--- config.mk ---
export PLATFORM = sky130hd
export DESIGN_NAME = integer_power_by_squaring
export DESIGN_NICKNAME = d
export VERILOG_FILES = /design/src/ipow_pkg.sv /design/src/ipow_mul.sv /design/src/ipow_dp.sv /design/src/ipow_ctrl.sv /design/src/integer_power_by_squaring.sv
export SDC_FILE = /design/constraint.sdc
export NUM_CORES = 2
export LEC_CHECK = 0
export CORE_ASPECT_RATIO = 1.25
export CORE_MARGIN = 8
export CORE_UTILIZATION = 55
export DETAILED_ROUTE_END_ITERATION = 16
export DONT_BUFFER_PORTS = 1
export GPL_TIMING_DRIVEN = 0
export PLACE_DENSITY = 0.79
export REMOVE_ABC_BUFFERS = 1
export SYNTH_ARGS = -nofsm -noshare
export SYNTH_HDL_FRONTEND = slang
export SYNTH_SLANG_ARGS = --single-unit
--- constraint.sdc ---
create_clock -name clk -period 11.5 [get_ports clk]
set_input_delay 0.575 -clock clk [delete_from_list [all_inputs] [get_ports clk]]
set_output_delay 0.575 -clock clk [all_outputs]
set_load 0.005 [all_outputs]
--- src/ipow_pkg.sv ---
`default_nettype none

package ipow_pkg;

  localparam int DATA_W = 64;

  typedef enum logic [2:0] {
    ST_IDLE,
    ST_CHECK,
    ST_MUL,
    ST_SQR,
    ST_FINISH
  } state_t;

  typedef enum logic {
    OP_MUL,
    OP_SQR
  } op_t;

  typedef struct packed {
    logic load;
    logic start_mul;
    logic start_sqr;
    logic out_write;
  } dp_cmd_t;

  typedef struct packed {
    logic special;
    logic e_lsb;
    logic e_rest_zero;
    logic mul_done;
  } dp_stat_t;

endpackage

`default_nettype wire

--- src/ipow_mul.sv ---
`default_nettype none

module ipow_mul import ipow_pkg::*; #(
  parameter int WIDTH = 64
) (
  input  wire logic             clk,
  input  wire logic             rst,
  input  wire logic             start,
  input  wire logic [WIDTH-1:0] a,
  input  wire logic [WIDTH-1:0] b,
  output logic                  done,
  output logic      [WIDTH-1:0] p
);

  localparam int DIG   = (WIDTH < 16) ? WIDTH : 16;
  localparam int STEPS = (WIDTH + DIG - 1) / DIG;
  localparam int CNT_W = $clog2(STEPS + 1);

  logic                   busy;
  logic [CNT_W-1:0]       cnt;
  logic [WIDTH-1:0]       a_sh;
  logic [WIDTH-1:0]       b_sh;
  logic [WIDTH+DIG-1:0]   pp;

  assign pp = a_sh * b_sh[DIG-1:0];

  always_ff @(posedge clk) begin
    if (rst) begin
      busy <= 1'b0;
      done <= 1'b0;
      cnt  <= '0;
    end else begin
      done <= busy && (cnt == CNT_W'(1));
      if (start) begin
        busy <= 1'b1;
        cnt  <= CNT_W'(STEPS);
      end else if (busy) begin
        cnt <= cnt - CNT_W'(1);
        if (cnt == CNT_W'(1)) begin
          busy <= 1'b0;
        end
      end
    end
  end

  // one digit of the multiplier operand per cycle, low word kept
  always_ff @(posedge clk) begin
    if (start) begin
      a_sh <= a;
      b_sh <= b;
      p    <= '0;
    end else if (busy) begin
      a_sh <= a_sh << DIG;
      b_sh <= b_sh >> DIG;
      p    <= p + pp[WIDTH-1:0];
    end
  end

endmodule

`default_nettype wire

--- src/ipow_dp.sv ---
`default_nettype none

module ipow_dp import ipow_pkg::*; #(
  parameter int WIDTH = 64
) (
  input  wire logic              clk,
  input  wire logic              rst,
  input  wire dp_cmd_t           cmd,
  output dp_stat_t               stat,
  input  wire logic [DATA_W-1:0] base,
  input  wire logic [DATA_W-1:0] exponent,
  output logic      [DATA_W-1:0] power,
  output logic                   zero_base_error
);

  logic [WIDTH-1:0] b_w;
  logic [WIDTH-1:0] e_w;
  logic             b_zero;
  logic             e_zero;
  logic             e_neg;
  logic [WIDTH-1:0] spec_val;

  logic [WIDTH-1:0] acc;
  logic [WIDTH-1:0] sq;
  logic [WIDTH-1:0] e;
  logic             special;
  logic             spec_err;
  logic [WIDTH-1:0] spec_res;
  op_t              op;
  logic [WIDTH-1:0] res;
  logic             err;

  logic             mul_done;
  logic [WIDTH-1:0] mul_p;

  assign b_w    = base[WIDTH-1:0];
  assign e_w    = exponent[WIDTH-1:0];
  assign b_zero = (b_w == '0);
  assign e_zero = (e_w == '0);
  assign e_neg  = e_w[WIDTH-1];

  always_comb begin
    spec_val = WIDTH'(1);
    if (b_zero) begin
      spec_val = '0;
    end else if (e_neg) begin
      if (b_w == WIDTH'(1)) begin
        spec_val = WIDTH'(1);
      end else if (&b_w) begin
        spec_val = e_w[0] ? '1 : WIDTH'(1);
      end else begin
        spec_val = '0;
      end
    end
  end

  ipow_mul #(.WIDTH(WIDTH)) u_mul (
    .clk   (clk),
    .rst   (rst),
    .start (cmd.start_mul | cmd.start_sqr),
    .a     (cmd.start_mul ? acc : sq),
    .b     (sq),
    .done  (mul_done),
    .p     (mul_p)
  );

  always_ff @(posedge clk) begin
    if (cmd.load) begin
      acc      <= WIDTH'(1);
      sq       <= b_w;
      e        <= e_w;
      special  <= b_zero | e_zero | e_neg;
      spec_err <= b_zero & (e_zero | e_neg);
      spec_res <= spec_val;
    end else if (mul_done) begin
      if (op == OP_MUL) begin
        acc <= mul_p;
      end else begin
        sq <= mul_p;
        e  <= e >> 1;
      end
    end
    if (cmd.start_mul) begin
      op <= OP_MUL;
    end else if (cmd.start_sqr) begin
      op <= OP_SQR;
    end
    if (cmd.out_write) begin
      res <= special ? spec_res : acc;
      err <= special & spec_err;
    end
  end

  assign stat.special     = special;
  assign stat.e_lsb       = e[0];
  assign stat.e_rest_zero = (e[WIDTH-1:1] == '0);
  assign stat.mul_done    = mul_done;

  assign power           = DATA_W'(signed'(res));
  assign zero_base_error = err;

endmodule

`default_nettype wire

--- src/ipow_ctrl.sv ---
`default_nettype none

module ipow_ctrl import ipow_pkg::*; (
  input  wire logic     clk,
  input  wire logic     rst,
  input  wire logic     in_valid,
  output logic          in_ready,
  output logic          out_valid,
  input  wire logic     out_ready,
  input  wire dp_stat_t stat,
  output dp_cmd_t       cmd
);

  state_t state;
  state_t state_next;
  logic   out_valid_next;

  always_comb begin
    state_next = state;
    case (state)
      ST_IDLE: begin
        if (in_valid) state_next = ST_CHECK;
      end
      ST_CHECK: begin
        if (stat.special) begin
          state_next = ST_FINISH;
        end else if (stat.e_lsb) begin
          state_next = ST_MUL;
        end else begin
          state_next = ST_SQR;
        end
      end
      ST_MUL: begin
        if (stat.mul_done) begin
          state_next = stat.e_rest_zero ? ST_FINISH : ST_SQR;
        end
      end
      ST_SQR: begin
        if (stat.mul_done) state_next = ST_CHECK;
      end
      ST_FINISH: begin
        if (!out_valid || out_ready) state_next = ST_IDLE;
      end
      default: state_next = ST_IDLE;
    endcase
  end

  always_comb begin
    cmd      = '0;
    in_ready = 1'b0;
    case (state)
      ST_IDLE: begin
        in_ready = 1'b1;
        cmd.load = in_valid;
      end
      ST_CHECK: begin
        cmd.start_mul = !stat.special && stat.e_lsb;
        cmd.start_sqr = !stat.special && !stat.e_lsb;
      end
      ST_MUL: begin
        cmd.start_sqr = stat.mul_done && !stat.e_rest_zero;
      end
      ST_SQR: begin
      end
      ST_FINISH: begin
        cmd.out_write = !out_valid || out_ready;
      end
      default: begin
      end
    endcase
  end

  always_comb begin
    out_valid_next = out_valid;
    if (cmd.out_write) begin
      out_valid_next = 1'b1;
    end else if (out_ready) begin
      out_valid_next = 1'b0;
    end
  end

  always_ff @(posedge clk) begin
    if (rst) begin
      state     <= ST_IDLE;
      out_valid <= 1'b0;
    end else begin
      state     <= state_next;
      out_valid <= out_valid_next;
    end
  end

`ifndef SYNTHESIS
  a_done_in_mul_state: assert property (@(posedge clk) disable iff (rst)
    stat.mul_done |-> (state == ST_MUL || state == ST_SQR))
    else $error("multiplier finished outside a multiply state");

  a_no_instant_done: assert property (@(posedge clk) disable iff (rst)
    (cmd.start_mul || cmd.start_sqr) |=> !stat.mul_done)
    else $error("multiplier finished one cycle after start");

  a_write_shows_word: assert property (@(posedge clk) disable iff (rst)
    cmd.out_write |=> out_valid)
    else $error("result written but not shown");
`endif

endmodule

`default_nettype wire

--- src/integer_power_by_squaring.sv ---
// channel  signals                       word
// in       in_valid, in_ready            base, exponent
// out      out_valid, out_ready          power, zero_base_error
//
// special cases (zero base, zero or negative exponent) go from the check state straight to finish
// positive exponent: per bit one check, then for a set bit one multiply, then one square, each
// on the shared multiplier, which takes one 16-bit digit (WIDTH bits below 16) per step;
// the top bit skips its square
// rst is synchronous and clears the controller and multiplier state
// a new word is taken while the last result waits; a stalled result holds the
// next one in the controller until out_ready
`default_nettype none

module integer_power_by_squaring import ipow_pkg::*; #(
  parameter int WIDTH = 64
) (
  input  wire logic              clk,
  input  wire logic              rst,
  input  wire logic              in_valid,
  output logic                   in_ready,
  input  wire logic [DATA_W-1:0] base,
  input  wire logic [DATA_W-1:0] exponent,
  output logic                   out_valid,
  input  wire logic              out_ready,
  output logic      [DATA_W-1:0] power,
  output logic                   zero_base_error
);

  dp_cmd_t  cmd;
  dp_stat_t stat;

  ipow_ctrl u_ctrl (
    .clk       (clk),
    .rst       (rst),
    .in_valid  (in_valid),
    .in_ready  (in_ready),
    .out_valid (out_valid),
    .out_ready (out_ready),
    .stat      (stat),
    .cmd       (cmd)
  );

  ipow_dp #(.WIDTH(WIDTH)) u_dp (
    .clk             (clk),
    .rst             (rst),
    .cmd             (cmd),
    .stat            (stat),
    .base            (base),
    .exponent        (exponent),
    .power           (power),
    .zero_base_error (zero_base_error)
  );

endmodule

`default_nettype wire
Word-level counts from Yosys, hierarchy flattened --
Cells that the tools add are included.
Cells by class: equality and inequality tests 10, reduce and logical (&&, ||, !) cells 23, muxes and demuxes 36, $mul 1, bitwise logic cells 9, add/sub/neg operators 2
Operators by type and width (count):
- $mux W64 | 13
- $logic_not A64 Y1 | 2
- $add A64 B64 Y64 | 1
- $eq A64 B1 Y1 const B | 1
- $mul A64 B16 Y64 | 1
- $reduce_and A64 Y1 | 1
- $logic_not A63 Y1 | 1
- $mux W3 | 8
- $pmux W3 S5 | 1
- $mux W1 | 13
- $reduce_bool A2 Y1 | 4
- $eq A3 B1 Y1 const B | 2
- $eq A3 B2 Y1 const B | 2
- $ne A2 B1 Y1 const B | 3
- $logic_and A1 B1 Y1 | 4
- $logic_not A1 Y1 | 4
- $or A1 B1 Y1 | 4
- $reduce_and A2 Y1 | 2
- $reduce_and A4 Y1 | 1
- $reduce_or A4 Y1 | 1
- $eq A3 B3 Y1 const B | 1
- $logic_not A3 Y1 | 1
- $not A1 Y1 | 3
- $sub A3 B1 Y3 const B | 1
- 5 further kinds | 6
Storage, ports and cells: logic and storage cells 100, bits in registers 525, bits of input ports 132

Longest topological paths before layout --
depth in word-level cells 6, depth in mapped cells 27, mapped depth without buffers 25

Modules after synthesis --
From an unflattened synthesis, not the netlist that was laid out.
Second synthesis, totals: cell total of the unflattened synthesis 5008, area, all modules 48725.5 sq um
By module, submodules not included:
- ipow_mul | area an instance 36799.0 sq um, cells each 4037, times used 1
- ipow_dp | area an instance 11613.6 sq um, cells each 931, times used 1
- ipow_ctrl | area an instance 312.8 sq um, cells each 40, times used 1

Least setup slack after synthesis --
OpenSTA, ideal clock, no wires.
path type register to register, start point reg u_dp.u_mul.b_sh[7], end point reg u_dp.u_mul.p[57], period minus slack after synthesis 6.559 ns, arrival time 6.302 ns, slack 4.941 ns, stages on the path, launching flop included 26, path through edfxtp_1 clkbuf_1 buf_1 nand2_1 fa_1 inv_1 fa_1 inv_1 fa_1 inv_1 fa_1 fa_1 inv_1 fa_1 inv_1 ha_1 a21oi_1 a21boi_1 o211ai_2 a31o_4 a211oi_4 o21ai_2 a211o_1 a21oi_2 xor2_1 o22ai_1
On the way: cells in the longest elaborated chain, start to end 2
RTL lines:
- start: declaration | RTL line ipow_mul.sv:22 | logic [WIDTH-1:0] b_sh;
- start signal: assignment | RTL line ipow_mul.sv:54 | b_sh <= b_sh >> DIG;
- $mul A64 B16 Y64 | RTL line ipow_mul.sv:25 | assign pp = a_sh * b_sh[DIG-1:0];
- $add A64 B64 Y64 | RTL line ipow_mul.sv:55 | p <= p + pp[WIDTH-1:0];
- end signal: assignment | RTL line ipow_mul.sv:55
- end: declaration | RTL line ipow_mul.sv:12 | output logic [WIDTH-1:0] p
Every way passes these cells. A chain may end at the register's enable or synchronous reset.

Final worst setup path --
start point reg u_dp.u_mul.b_sh[11], end point reg u_dp.u_mul.p[60]
Same word-level chain as after synthesis.

==> out/metrics.csv <==
stage;metric;value;unit
final_layout;Fillers;7023;
synthesis;yosys warns;0;
setup_path;Worst Path Arrival;8900;ps
setup_path;R2R cell count;24;
setup_path;crit path max fanout;23;
grt;total grt overflow;0;
synthesis;Post-synth EDFFs;325;
floorplanning;Initial Util;55.28;%
synthesis;syn avg cell area;8.944;sq um
final_layout;layout cells sized above 1;3.581;%
floorplanning;DIE AREA;97110;sq um
setup_path;most used cell, CP;fa_1;
sta;Final Hold Fails;0;
clock_network;worst skew pair latency;640;ps
setup_path;crit path cell chain;buf_16 -> and2_1 -> fa_1 -> inv_1 -> fa_1 -> inv_1 -> fa_1 -> fa_1 -> fa_1 -> inv_1 -> fa_1 -> inv_1 -> ha_1 -> a21oi_1 -> o21ai_0 -> a211oi_1 -> o21ai_0 -> a31oi_2 -> o21ai_2 -> a31oi_2 -> o21ai_1 -> a41oi_1 -> mux2i_1 -> o311ai_1;
clock_network;clk slew on worst S/H paths;60;ps
route;initial DRC count;3958;
route;drt first pass iters;6;
grt;first-pass GRT wire length;228300;um
run_status;status;complete, no violations;
sta;Pins Over Slew Limit;0;
grt;largest net degree at the start of global routing;107;
route;Avg Vias per Cell;5.855;
floorplanning;die width;280.3;um
grt;Overall Global Routing Usage;30.63;%
final_layout;Layout Nets;6229;
placement;dpl ws;3333;ps
sta;Final Cycle Share;73.25;%
floorplanning;Rows;121;
route;Antenna Nets Post-Route;0;
grt;vias in the first global route;39840;
worst_hold_path;Hold Path Cell Cnt;1;
synthesis;Post-Syn Instances;5371;
sta;Slew headroom;5.256;%
final_layout;commonest cells after routing, fill and taps aside;1,372 x nand2_1, 1,076 x inv_1, 814 x fa_1, 325 x edfxtp_1, 278 x and2_1;
synthesis;Post-synth ARST share;0;%
job;MaxCap Viol Count;0;
sta;# setup viols final;0;
synthesis;flops & latches, synth;463;
final_layout;Area Growth Syn to Fin;7.739;%
sta;Worst-Margin Slew;1408;ps
sta;Hold Slack;39.05;ps
worst_hold_path;HP Class;primary input to register;
sta;f_max;0.1187;GHz
placement;dpl hpwl;114000;um
setup_path;CP top delay family;adder cells;
placement;Port Buffers;0;
clock_network;CTS tree;done;
floorplanning;io pins;199;
clock_network;PostCTS Resize Cnt;0;
placement;routability cong.;0.9353;
placement;Placed Area;50030;sq um
clock_network;sinks on the clock net;463;
route;total routed wirelength;148000;um
setup_path;worst setup path category;register to register;
synthesis;sequential area share after synthesis;26.07;%
final_layout;design area;51750;sq um
setup_path;startpoint types;register;
synthesis;post-synthesis cell type count;72;
final_layout;Layout Cells excl Fill;6406;
clock_network;CTS Buffer Depth;3;
setup_path;CP Buf/Inv Count;5;
synthesis;synthesized area;48040;sq um
setup_path;Setup crit end kind;register;
route;drt drc;0;
placement;placed insts;6296;
clock_network;clock root cell;clkbuf_16;
final_layout;commonest non-fill, non-tap cell in the layout;nand2_1;
setup_path;critical path depth in cells;24;
grt;antenna violations before repair;14;
sta;Clock Skews;37.19;ps
setup_path;Worst Path Required;11980;ps
clock_network;CTS H-tree lvls;2;
setup_path;CP max stage cell;edfxtp_1;
synthesis;Most used DFF post-synth;edfxtp_1;
floorplanning;Die Height;346.4;um
sta;post-route setup slack;3076;ps
setup_path;slowest stage delay, CP;880;ps
sta;Tmin final;8424;ps
route;DR vias;37510;
floorplanning;CORE AREA;86900;sq um
route;DR WL/cell;23.10;um
clock_network;CTS buffer count;49;
sta;RSZ-0062 raised after global routing;false;
==> final cells by class <==
type,count,area [sq um],area share (%)
clock inverters,32,301.5,0.5826
clock buffers,60,1361,2.630
multi-input cells,3514,30320,58.59
repair buffers,75,1684,3.254
inverters,1078,4056,7.838
flip-flops and latches,463,12530,24.20
well taps,1168,1461,2.824
diodes,16,40.04,0.07736
==> worst paths after layout <==
| check | from | endpoint | slack (ps) |
|---|---|---|---|
| max | u_dp.u_mul.b_sh[11]$_DFFE_PP_ | u_dp.u_mul.p[60]$_SDFFE_PP0P_ | 3080 |
| min | rst | u_ctrl.state[1]$_SDFFE_PP0P_ | 40 |
| max reg2reg | u_dp.u_mul.b_sh[11]$_DFFE_PP_ | u_dp.u_mul.p[60]$_SDFFE_PP0P_ | 3080 |
| min reg2reg | u_dp.u_mul.p[62]$_SDFFE_PP0P_ | u_dp.acc[62]$_SDFFE_PP0P_ | 450 |
==> metrics by stage <==
step	utilization (%)	setup TNS (ps)
2_1_floorplan	-	0
3_5_place_dp	57.57	0
3_3_place_gp	55.58	-1330670
6_report	59.55	0
5_1_grt	59.52	0
4_1_cts	59.51	0
==> sequential cells by signal, summed over array words and instances, names as in the netlist <==
register / cells
u_dp.u_mul.busy: 1
u_dp.sq: 64
u_dp.spec_err: 1
u_dp.e: 64
u_dp.u_mul.b_sh: 64
u_dp.power: 64
u_dp.u_mul.a_sh: 64
u_dp.u_mul.done: 1
u_dp.u_mul.p: 64
u_dp.acc: 64
u_dp.zero_base_error: 1
u_dp.special: 1
u_dp.op: 1
u_dp.spec_res: 2
u_dp.u_mul.cnt: 3
u_ctrl.state: 3
u_ctrl.out_valid: 1
==> cell usage after synthesis (5+ instances only) <==
| library cell | instances | area [sq um] |
|---|---|---|
| a211oi_1 | 8 | 60.06 |
| a21o_1 | 42 | 315.3 |
| a21oi_1 | 149 | 745.7 |
| a31oi_1 | 53 | 331.6 |
| and2_1 | 278 | 1739 |
| and3_1 | 8 | 50.05 |
| buf_1 | 15 | 56.30 |
| buf_2 | 5 | 25.02 |
| clkbuf_1 | 295 | 1107 |
| dfxtp_1 | 138 | 2763 |
| edfxtp_1 | 325 | 9759 |
| fa_1 | 814 | 16300 |
| ha_1 | 102 | 1276 |
| inv_1 | 1077 | 4043 |
| mux2i_1 | 51 | 510.5 |
| nand2_1 | 1375 | 5161 |
| nand2b_1 | 8 | 50.05 |
| nand3_1 | 22 | 110.1 |
| nand4_1 | 39 | 244.0 |
| nor2_1 | 144 | 540.5 |
| nor2b_1 | 7 | 43.79 |
| nor3_1 | 15 | 75.07 |
| nor4_1 | 54 | 337.8 |
| o21a_1 | 7 | 52.55 |
| o21ai_0 | 165 | 825.8 |
| o21ai_1 | 6 | 30.03 |
| o21bai_1 | 5 | 37.54 |
| o22ai_1 | 6 | 37.54 |
| or3_1 | 6 | 37.54 |
| xnor2_1 | 56 | 490.5 |
| xor2_1 | 32 | 280.3 |
==> kinds of logic after synthesis <==
family	count (synthesis)	share of synthesized area (%)
AND/OR/NAND/NOR	1978	17.86
buffers and inverters	1394	10.91
adder cells (fa/ha/maj)	916	36.58
AO/OA/AOI/OAI	480	5.892
flip-flops	463	26.07
multiplexers	52	1.086
XOR/XNOR	88	1.605
==> worst register-to-register path, cell delays in order, from the launching register on <==
cell      delay [ps]
edfxtp_1         880
buf_16           390
and2_1           180
fa_1             500
inv_1             50
fa_1             530
inv_1             50
fa_1             490
fa_1             430
fa_1             490
inv_1             50
fa_1             480
inv_1             40
ha_1             340
a21oi_1          310
o21ai_0          180
a211oi_1         570
o21ai_0          220
a31oi_2          500
o21ai_2          300
a31oi_2          470
o21ai_1          210
a41oi_1          290
mux2i_1          210
o311ai_1         110
==> repair_timing <==
item	CTS	global route
hold buffers	2	0
buffers inserted	0	0
endpoints found under the hold margin	5	0
==> routing by layer <==
| metal | vias up | global-route usage, % | routed length, um |
|---|---|---|---|
| met2 | 2517 | 48.89 | 68720 |
| met3 | 704 | 9.791 | 19340 |
| met5 | - | 0 | 48 |
| met4 | 8 | 20.79 | 11800 |
| li1 | 15810 | - | - |
| met1 | 18470 | 35.00 | 48100 |
Power is not shown: default switching activity piles up to over one toggle a cycle in this logic, so the estimate is an artifact.
